**config.mk**
```make
export PLATFORM = sky130hd
export DESIGN_NAME = rom_page_unpack_checksum_flat
export DESIGN_NICKNAME = d
export VERILOG_FILES = /design/src/rtl/rpu_pkg.sv /design/src/rtl/rpu_in_if.sv /design/src/rtl/rpu_out_if.sv /design/src/rtl/rom_page_unpack_checksum.sv /design/src/flat_wrapper.sv
export VERILOG_INCLUDE_DIRS = /design/src /design/src/rtl
export SDC_FILE = /design/constraint.sdc
export NUM_CORES = 1
export LEC_CHECK = 0
export BUFFER_PORTS_ARGS = -buffer_cell sky130_fd_sc_hd__buf_4
export CAP_MARGIN = 20
export CORE_MARGIN = 8
export CORE_UTILIZATION = 50
export CTS_BUF_LIST = sky130_fd_sc_hd__clkbuf_8
export DETAILED_ROUTE_END_ITERATION = 16
export PLACE_DENSITY_LB_ADDON = 0.1
export SLEW_MARGIN = 10
export SYNTH_ARGS = -nofsm -noshare
export SYNTH_HDL_FRONTEND = slang
export SYNTH_SLANG_ARGS = --single-unit
```
**constraint.sdc**
```tcl
create_clock -name i_clk -period 3.8 [get_ports i_clk]
set_clock_uncertainty 0.15 [all_clocks]
set_input_delay 0.19 -clock i_clk [delete_from_list [all_inputs] [get_ports i_clk]]
set_output_delay 0.19 -clock i_clk [all_outputs]
set_load 0.02 [all_outputs]
```
**src/rtl/rom_page_unpack_checksum_macros.svh**
```systemverilog
// Assertion macros shared by the ROM page unpacker RTL.
// Depends on a clock named i_clk and an active-low reset named i_rst_n in the using module.
`ifndef ROM_PAGE_UNPACK_CHECKSUM_MACROS_SVH
`define ROM_PAGE_UNPACK_CHECKSUM_MACROS_SVH

// The condition holds in every cycle outside reset.
`define RPU_ASSERT_ALWAYS(label, cond) \
    label: assert property (@(posedge i_clk) disable iff (!i_rst_n) (cond)) \
        else $error("rom page unpack: invariant violated");

// The consequence holds in the same cycle as the antecedent.
`define RPU_ASSERT_SAME(label, ante, cons) \
    label: assert property (@(posedge i_clk) disable iff (!i_rst_n) (ante) |-> (cons)) \
        else $error("rom page unpack: same-cycle check failed");

// The consequence holds in the cycle after the antecedent.
`define RPU_ASSERT_NEXT(label, ante, cons) \
    label: assert property (@(posedge i_clk) disable iff (!i_rst_n) (ante) |=> (cons)) \
        else $error("rom page unpack: next-cycle check failed");

`endif

```
**src/rtl/rpu_pkg.sv**
```systemverilog
// Package for the ROM page unpacker: field widths, byte phase codes and the default page size.
// Depends on nothing; used by the channel interfaces and the top level.
package rpu_pkg;

    localparam int unsigned BYTE_W  = 8;
    localparam int unsigned WORD_W  = 10;
    localparam int unsigned INDEX_W = 12;
    localparam int unsigned PHASE_W = 3;

    localparam int unsigned PAGE_WORDS_DEF = 4096;

    // Position of a byte inside its five-byte group.
    localparam logic [PHASE_W-1:0] PH_B0 = 3'd0;
    localparam logic [PHASE_W-1:0] PH_B1 = 3'd1;
    localparam logic [PHASE_W-1:0] PH_B2 = 3'd2;
    localparam logic [PHASE_W-1:0] PH_B3 = 3'd3;
    localparam logic [PHASE_W-1:0] PH_B4 = 3'd4;

    // One result transaction.
    typedef struct packed {
        logic [WORD_W-1:0]  word_value;
        logic [INDEX_W-1:0] word_index;
        logic               last_of_page;
        logic [WORD_W-1:0]  computed_checksum;
        logic               checksum_ok;
    } t_out_item;

endpackage

```
**src/rtl/rpu_in_if.sv**
```systemverilog
// Input channel of the ROM page unpacker: valid/ready handshake carrying one packed byte.
// Depends on rpu_pkg.
interface rpu_in_if;
    import rpu_pkg::*;

    logic              valid;
    logic              ready;
    logic [BYTE_W-1:0] packed_byte;

    modport source (output valid, output packed_byte, input ready);
    modport sink (input valid, input packed_byte, output ready);
endinterface

```
**src/rtl/rpu_out_if.sv**
```systemverilog
// Output channel of the ROM page unpacker: valid/ready handshake carrying one unpacked word.
// Depends on rpu_pkg.
interface rpu_out_if;
    import rpu_pkg::*;

    logic               valid;
    logic               ready;
    logic [WORD_W-1:0]  word_value;
    logic [INDEX_W-1:0] word_index;
    logic               last_of_page;
    logic [WORD_W-1:0]  computed_checksum;
    logic               checksum_ok;

    modport source (output valid, output word_value, output word_index,
                    output last_of_page, output computed_checksum,
                    output checksum_ok, input ready);
    modport sink (input valid, input word_value, input word_index,
                  input last_of_page, input computed_checksum,
                  input checksum_ok, output ready);
endinterface

```
**src/rtl/rom_page_unpack_checksum.sv**
```systemverilog
// Top level of the ROM page unpacker with end-around-carry checksum.
// Depends on rpu_pkg, rpu_in_if, rpu_out_if and rom_page_unpack_checksum_macros.svh.
//
// Usage:
//   i_in carries packed bytes of a page image, five bytes per four 10-bit words,
//   least significant bits first. A transaction is taken when valid and ready are high.
//   o_out carries one unpacked word per byte that completes a word: its value, its
//   index in the page, a last-of-page flag and, on the last word, the two's
//   complement of the end-around-carry sum of the earlier words with a match flag.
//   The first byte of each five-byte group produces no output transaction.
// Timing and throughput:
//   A result appears on o_out in the cycle after the byte that completes it is taken.
//   One byte is accepted every cycle while o_out is not stalled; the unpack and the
//   10-bit add with carry sit between the state registers and the single output register.
// Reset:
//   i_rst_n is synchronous and active low; it clears the byte phase, leftover bits,
//   word counter, running sum and the output valid flag.
// Stalls:
//   While a result waits and o_out.ready is low, i_in.ready drops and the held
//   result stays unchanged; when the receiver takes it, a new byte is taken the same cycle.
module rom_page_unpack_checksum #(
    parameter int unsigned PAGE_WORDS = rpu_pkg::PAGE_WORDS_DEF
) (
    input  logic            i_clk,
    input  logic            i_rst_n,
    rpu_in_if.sink          i_in,
    rpu_out_if.source       o_out
);
    import rpu_pkg::*;

    localparam int unsigned CntW = $clog2(PAGE_WORDS);
    localparam logic [CntW-1:0] LastIdx = CntW'(PAGE_WORDS - 1);

    logic [PHASE_W-1:0] r_phase, n_phase;
    logic [BYTE_W-1:0]  r_left, n_left;
    logic [CntW-1:0]    r_count, n_count;
    logic [WORD_W-1:0]  r_sum, n_sum;
    logic               r_out_valid, n_out_valid;
    t_out_item          r_out, n_out;

    logic               accept;
    logic               emit;
    logic [WORD_W-1:0]  word;
    logic               last;
    logic [WORD_W:0]    sum_raw;
    logic [WORD_W-1:0]  chk;
    logic [CntW+INDEX_W-1:0] count_ext;

    // Input is taken when the output register is empty or being drained.
    assign i_in.ready = !r_out_valid || o_out.ready;
    assign accept     = i_in.valid && i_in.ready;

    // Unpack the current byte against the leftover bits of the previous one.
    always_comb begin
        word    = '0;
        n_left  = r_left;
        n_phase = r_phase;
        emit    = 1'b1;
        case (r_phase)
            PH_B0: begin
                n_left  = i_in.packed_byte;
                n_phase = PH_B1;
                emit    = 1'b0;
            end
            PH_B1: begin
                word    = {i_in.packed_byte[1:0], r_left};
                n_left  = {2'b00, i_in.packed_byte[7:2]};
                n_phase = PH_B2;
            end
            PH_B2: begin
                word    = {i_in.packed_byte[3:0], r_left[5:0]};
                n_left  = {4'b0000, i_in.packed_byte[7:4]};
                n_phase = PH_B3;
            end
            PH_B3: begin
                word    = {i_in.packed_byte[5:0], r_left[3:0]};
                n_left  = {6'b000000, i_in.packed_byte[7:6]};
                n_phase = PH_B4;
            end
            default: begin
                word    = {i_in.packed_byte, r_left[1:0]};
                n_left  = '0;
                n_phase = PH_B0;
            end
        endcase
    end

    // Checksum arithmetic: add with end-around carry and two's complement.
    assign last      = (r_count == LastIdx);
    assign sum_raw   = {1'b0, r_sum} + {1'b0, word};
    assign chk       = (~r_sum) + WORD_W'(1);
    assign count_ext = {{INDEX_W{1'b0}}, r_count};

    // Next state and next result.
    always_comb begin
        n_count     = r_count;
        n_sum       = r_sum;
        n_out_valid = r_out_valid && !o_out.ready;
        n_out       = r_out;
        if (accept) begin
            n_out_valid              = emit;
            n_out.word_value         = word;
            n_out.word_index         = count_ext[INDEX_W-1:0];
            n_out.last_of_page       = last;
            n_out.computed_checksum  = '0;
            n_out.checksum_ok        = 1'b0;
            if (emit) begin
                if (last) begin
                    n_out.computed_checksum = chk;
                    n_out.checksum_ok       = (chk == word);
                    n_count                 = '0;
                    n_sum                   = '0;
                end else begin
                    n_sum   = sum_raw[WORD_W-1:0] + WORD_W'(sum_raw[WORD_W]);
                    n_count = r_count + CntW'(1);
                end
            end
        end
    end

    // Control and state registers.
    always_ff @(posedge i_clk) begin
        if (!i_rst_n) begin
            r_phase     <= PH_B0;
            r_left      <= '0;
            r_count     <= '0;
            r_sum       <= '0;
            r_out_valid <= 1'b0;
        end else begin
            r_out_valid <= n_out_valid;
            if (accept) begin
                r_phase <= (emit && last) ? PH_B0 : n_phase;
                r_left  <= (emit && last) ? '0 : n_left;
                r_count <= n_count;
                r_sum   <= n_sum;
            end
        end
    end

    // Result payload register.
    always_ff @(posedge i_clk) begin
        r_out <= n_out;
    end

    assign o_out.valid             = r_out_valid;
    assign o_out.word_value        = r_out.word_value;
    assign o_out.word_index        = r_out.word_index;
    assign o_out.last_of_page      = r_out.last_of_page;
    assign o_out.computed_checksum = r_out.computed_checksum;
    assign o_out.checksum_ok       = r_out.checksum_ok;

    // Checks on phase sequencing, page wrap and the checksum fields.
`include "rom_page_unpack_checksum_macros.svh"

    `RPU_ASSERT_ALWAYS(a_phase_range, r_phase <= PH_B4)
    `RPU_ASSERT_NEXT(a_group_start, accept && r_phase == PH_B0, r_phase == PH_B1 && !r_out_valid)
    `RPU_ASSERT_NEXT(a_page_wrap, accept && r_phase != PH_B0 && last, r_count == '0 && r_sum == '0 && r_phase == PH_B0)
    `RPU_ASSERT_SAME(a_chk_zero, r_out_valid && !r_out.last_of_page, r_out.computed_checksum == '0 && !r_out.checksum_ok)

endmodule

```
**src/flat_wrapper.sv**
```systemverilog
// flat-port wrapper written by rule: the top's interface ports become plain ports
module rom_page_unpack_checksum_flat import rpu_pkg::*;
#(
    parameter int unsigned PAGE_WORDS = rpu_pkg::PAGE_WORDS_DEF
)
  (i_clk, i_rst_n, i_in_valid, i_in_packed_byte, i_in_ready, o_out_valid, o_out_word_value, o_out_word_index, o_out_last_of_page, o_out_computed_checksum, o_out_checksum_ok, o_out_ready);
  rpu_in_if i_in_i ();
  rpu_out_if o_out_i ();
  input  logic i_clk;
  input  logic i_rst_n;
  input wire logic [$bits(i_in_i.valid)-1:0] i_in_valid;
  input wire logic [$bits(i_in_i.packed_byte)-1:0] i_in_packed_byte;
  output wire logic [$bits(i_in_i.ready)-1:0] i_in_ready;
  output wire logic [$bits(o_out_i.valid)-1:0] o_out_valid;
  output wire logic [$bits(o_out_i.word_value)-1:0] o_out_word_value;
  output wire logic [$bits(o_out_i.word_index)-1:0] o_out_word_index;
  output wire logic [$bits(o_out_i.last_of_page)-1:0] o_out_last_of_page;
  output wire logic [$bits(o_out_i.computed_checksum)-1:0] o_out_computed_checksum;
  output wire logic [$bits(o_out_i.checksum_ok)-1:0] o_out_checksum_ok;
  input wire logic [$bits(o_out_i.ready)-1:0] o_out_ready;
  assign i_in_i.valid = i_in_valid;
  assign i_in_i.packed_byte = i_in_packed_byte;
  assign i_in_ready = i_in_i.ready;
  assign o_out_valid = o_out_i.valid;
  assign o_out_word_value = o_out_i.word_value;
  assign o_out_word_index = o_out_i.word_index;
  assign o_out_last_of_page = o_out_i.last_of_page;
  assign o_out_computed_checksum = o_out_i.computed_checksum;
  assign o_out_checksum_ok = o_out_i.checksum_ok;
  assign o_out_i.ready = o_out_ready;
  rom_page_unpack_checksum #(.PAGE_WORDS(PAGE_WORDS)) u_core (.i_clk(i_clk), .i_rst_n(i_rst_n), .i_in(i_in_i), .o_out(o_out_i));
endmodule
```
# After elaboration in Yosys (flattened, before gate mapping)
# Cells that the tools add are included.
[op_classes]
bitwise_logic = 3
n_reduce_logical = 9
mux = 9
div = 0
mul = 0
n_addsub = 4
magnitude_cmp = 0
n_eq_ne = 5
shift = 0
[ops]
columns = ["cell", "n"]
rows = [
  ["10-bit one-hot mux with 4 select lines", 1],
  ["8-bit one-hot mux with 4 select lines", 1],
  ["12-bit by 1-bit adder with 12-bit output (second input constant)", 1],
  ["12-bit equality test (second input constant)", 1],
  ["12-bit two-way mux", 1],
  ["3-bit one-hot mux with 4 select lines", 1],
  ["10-bit by 10-bit adder with 11-bit output", 1],
  ["10-bit by 1-bit adder with 10-bit output", 1],
  ["10-bit by 1-bit adder with 10-bit output (second input constant)", 1],
  ["10-bit equality test", 1],
  ["10-bit two-way mux", 1],
  ["10-bit NOT", 1],
  ["8-bit two-way mux", 1],
  ["3-bit by 2-bit equality test with 1-bit output (second input constant)", 2],
  ["3-bit by 1-bit equality test with 1-bit output (second input constant)", 1],
  ["1-bit logical AND", 3],
  ["3-bit logical NOT", 1],
  ["3-bit two-way mux", 1],
  ["1-bit logical NOT", 2],
  ["1-bit two-way mux", 2],
  ["1-bit NOT", 2],
  ["2-bit AND reduction", 1],
  ["2-bit OR reduction", 1],
  ["1-bit logical OR", 1],
]
[totals]
out_inout_bits = 36
n_memories = 0
ram_bits = 0
romBits = 0
register_bits = 68
latchBits = 0
wordCells = 40

# Longest topological paths before layout
[depth]
ltp_word = 5
ltp_mapped = 19

# Worst setup path before layout
# OpenSTA, ideal clock, no wires.
[synth_path]
path_kind = "register to register"
start = "register u_core.r_phase[0]"
end = "register u_core.r_sum[5]"
t_required_ps = 3571
slack_ps = -178
arrival_ps = 3749
synth_period_minus_slack_ps = 3978
path_stages_with_launch = 19
path_cell_list = "dfxtp_1 clkbuf_1 or3_1 clkbuf_1 and2_1 ha_1 fa_1 a31o_2 o221ai_1 a21oi_1 a21o_1 a21o_1 ha_1 nand3_1 nor3_1 a22o_1 a211oi_1 nand4_1 o211ai_1"
[synth_via]
elab_chain_cells = 5
word_cells_on_any_way = 10
classes_between = "add/sub: 2; eq/ne: 3; mux: 2; bitwise: 1; reduce/logical: 2"
[synth_rtl]
columns = ["element", "line_no", "text"]
rows = [
  ["start: declaration", "rom_page_unpack_checksum.sv:34", "logic [PHASE_W-1:0] r_phase, n_phase;"],
  ["start signal: assignment", "rom_page_unpack_checksum.sv:132", "r_phase <= (emit && last) ? PH_B0 : n_phase;"],
  ["3-bit by 2-bit equality test with 1-bit output (tied with other cells)", "rom_page_unpack_checksum.sv:59", "case (r_phase)"],
  ["10-bit one-hot mux with 4 select lines (*)", "rom_page_unpack_checksum.sv:59", ""],
  ["via u_core.word[0]", "rom_page_unpack_checksum.sv:43", "logic [WORD_W-1:0] word;"],
  ["10-bit by 10-bit adder with 11-bit output (*)", "rom_page_unpack_checksum.sv:90", "assign sum_raw = {1'b0, r_sum} + {1'b0, word};"],
  ["10-bit by 1-bit adder with 10-bit output (*)", "rom_page_unpack_checksum.sv:114", "n_sum = sum_raw[WORD_W-1:0] + WORD_W'(sum_raw[WORD_W]);"],
  ["10-bit two-way mux (*)", "rom_page_unpack_checksum.sv:108", "if (last) begin"],
  ["end signal: assignment", "rom_page_unpack_checksum.sv:135", "r_sum <= n_sum;"],
  ["end: declaration", "rom_page_unpack_checksum.sv:37", "logic [WORD_W-1:0] r_sum, n_sum;"],
]
# Mark *: on every way through the listed nets, which the timed path passes. The rest lies on a longest branch.
# A chain may end at the register's enable or synchronous reset.

# Final worst setup path
[layout_path]
start = "register u_core.r_phase[1]"
end = "register u_core.r_sum[5]"
# Same word-level chain as after synthesis.

==> flow_metrics.env <==
export IMPL_status="complete, no violations"
export IMPL_p_clk_share_pct=36.1
export IMPL_crit_path_max_incr_delay_ns=0.37
export IMPL_grt_pass1_vias=3063
export IMPL_final_common_cell="buf_4"
export IMPL_power_density_nw_per_um2=374
export IMPL_numPortBuffers=47
export IMPL_yosysTopAreaCellShare_pct=27.0
export IMPL_grt_pass1_wl_mm=15.6
export IMPL_synthFlopType="edfxtp_1"
export IMPL_crit_family="compound AO/OA/AOI/OAI gates"
export IMPL_fin_crit_sh_pct=95.6
export IMPL_drt_initial_drc_count=150
export IMPL_initial_core_util_pct=51.8
export IMPL_yosys_area_top_type="edfxtp_1"
export IMPL_dr_pass1_iters=4
export IMPL_die_area_um2=10600
export IMPL_vias=3223
export IMPL_postSynthAreaPerCell_um2=9.68
export IMPL_n_antenna_cell=0
export IMPL_die_height_um=103
export IMPL_crit_chain="or3_1 -> buf_4 -> and2_1 -> fa_2 -> a31o_2 -> o221ai_4 -> a21oi_2 -> a21o_1 -> a21o_1 -> ha_1 -> nand3_2 -> nor3_1 -> a22o_1 -> a211oi_2 -> nand4_1 -> o211ai_1"
export IMPL_grtUsageTotal_pct=19.4
export IMPL_setup_viol=0
export IMPL_tritoncts="built"
export IMPL_final_cell_mix="buf_4 (76), edfxtp_1 (34), dfxtp_1 (33)"
export IMPL_cts_made_buffers=9
export IMPL_syn_inst=390
export IMPL_max_cap_violations=0
export IMPL_rows=31
export IMPL_htreeDepth=3
export IMPL_grt_overflow=0
export IMPL_synth_edff_count=34
export IMPL_swShare_pct=28.9
export IMPL_worst_slew_pin_slew_ns=0.827
export IMPL_routed_wl_mm=9.82
export IMPL_detail_route_antenna_nets=0
export IMPL_syn_area_um2=3770
export IMPL_drc_errors=0
export IMPL_placed_area_um2=4420
export IMPL_ys_types=56
export IMPL_yosysWarnings=0
export IMPL_hold_class="input port to flop"
export IMPL_yosysSeqAreaShare_pct=45.1
export IMPL_period_needed_ns=3.63
export IMPL_slowest_stage="dfxtp_4"
export IMPL_ioPinCount=48
export IMPL_path_common_cell="a21o_1"
export IMPL_multi_input_area_um2=2020
export IMPL_clkTransAtPathRegs_ns=0.09
export IMPL_nets=489
export IMPL_startpoint_type="flop"
export IMPL_area_growth_pct=24.1
export IMPL_ir_drop_mv=0.205
export IMPL_p_int_uw=1250
export IMPL_cts_sinks=68
export IMPL_leakage_uw=0.00192
export IMPL_syn_nets=418
export IMPL_wl_per_cell_um=17.4
export IMPL_nFillCells=616
export IMPL_grt_max_degree=36
export IMPL_cts_root_buffer="clkbuf_8"
export IMPL_antenna_found_initial=0
export IMPL_p_comb_share_pct=17.0
export IMPL_ys_top_cells_by_area="edfxtp_1 (27%), dfxtp_1 (18%), xnor2_1 (5.3%)"
export IMPL_critPathMaxFanout=6
export IMPL_seq_power_share_pct=46.9
export IMPL_fin_area_um2=4680
export IMPL_power_switching_uw=507
export IMPL_setup_tns_final_ns=0
export IMPL_synthArstFlopShare_pct=0
export IMPL_viasPerCell=5.70
export IMPL_gp_congestion=0.893
export IMPL_finalHoldViolations=0
export IMPL_cp_buffers_inverters=1
export IMPL_slew_headroom_pct=44.6
export IMPL_final_core_util_pct=64.2
export IMPL_design_core_area_um2=7290
export IMPL_drive_above_1_share_pct=24.2
export IMPL_cts_buffer_depth=2
export IMPL_ys_seq_elements=68
export IMPL_max_freq_mhz=275
export IMPL_insertion_delay_ns=0.35
export IMPL_end_kind="flop"
export IMPL_arrival_ns=3.77
export IMPL_die_x_um=103
export IMPL_slew_viol_final=0
export IMPL_crit_required_ns=3.93
export IMPL_place_hpwl_mm=7.26
export IMPL_critical_path_class="flop to flop"
export IMPL_regArea_um2=1710
==> tightest hold or removal path, delay by kind of cell <==
kind	cells	cell delay (ns)
AO/OA/AOI/OAI	1	0.08
buffers and inverters	1	0.07
AND/OR/NAND/NOR	1	0.13
==> cells by family after synthesis <==
family | synth area share, %
and+or+nand+nor | 20.6
AOI/OAI and AO/OA | 15.1
DFF | 45.1
xor gates and xnor gates | 7.89
buffers and inverters | 2.75
adders and majority gates | 5.50
muxes | 3.02
==> power groups by stage <==
stage / Sequential, uW / Combinational (uW) / Clock, uW
after floorplan: 861 / 159 / 0
after global placement: 839 / 290 / 0
after detailed placement: 839 / 292 / 0
after CTS: 823 / 294 / 644
after global routing: 826 / 321 / 674
final: 822 / 297 / 633
==> metrics by stage <==
stage | std cells | hold WS, ns | setup slack, ns | power [uW]
floorplan | 390 | 0.211 | 0.00326 | 1020
global placement | 546 | 0.325 | 0.0871 | 1130
finish | 565 | 0.0136 | 0.168 | 1750
global route | 565 | 0.0361 | -0.00978 | 1820
detailed placement | 546 | 0.337 | 0.0110 | 1130
CTS | 564 | 0.0132 | 0.0347 | 1760
==> worst paths after layout <==
kind / slack, ns / cells past startpoint / end / start
worst min-delay path: 0.01 / 3 / u_core.o_out.valid / o_out_ready
worst min register to register: 0.36 / 0 / u_core.o_out.word_index[10] / u_core.r_count[10]
worst max register to register: 0.17 / 16 / u_core.r_sum[5] / u_core.r_phase[1]
worst max-delay path: 0.17 / 16 / u_core.r_sum[5] / u_core.r_phase[1]
==> state kept, by name, summed over array words and instances (netlist names), 3 cells and up <==
name,flops
u_core.r_left,8
u_core.o_out.word_index,12
u_core.o_out.word_value,10
u_core.r_phase,3
u_core.r_count,12
u_core.r_sum,10
u_core.o_out.computed_checksum,10
==> per-layer routing <==
layer  track usage (%)  routed length, um  vias up
met5                 0                  0        -
met4              7.90                184        0
met3              3.38                614       14
met2              32.2               4700       91
met1              24.3               4320     1547
li1                  -                  -     1571
==> Yosys cell counts (7+ instances only) <==
master	number
xor2_1	11
clkbuf_1	15
a22oi_1	11
ha_1	15
nand3_1	11
nor2b_1	17
nand4_1	9
edfxtp_1	34
xnor2_1	23
a21o_1	7
mux2i_1	8
o21ai_0	17
and2_1	7
nand2_1	33
or3_1	7
a21oi_1	13
dfxtp_1	34
inv_1	8
nor2_1	30
nor3_1	17
==> final cells by class <==
class / count / share of cell area [%]
clock buffer: 9 / 2.64
clock inverter: 7 / 1.82
inverter: 8 / 0.641
multi-input combinational: 295 / 43.1
sequential: 68 / 36.4
tap: 99 / 2.64
timing repair buffer: 79 / 12.7
==> repair_timing <==
item / in CTS / in global routing
pin swaps: 0 / 4
setup buffers: 0 / 1
hold endpoints to repair: 2 / 0
resized for setup: 1 / 9
endpoints found under the setup margin: 1 / 6
hold buffers: 2 / 0
(Power assumes the default switching activity.)
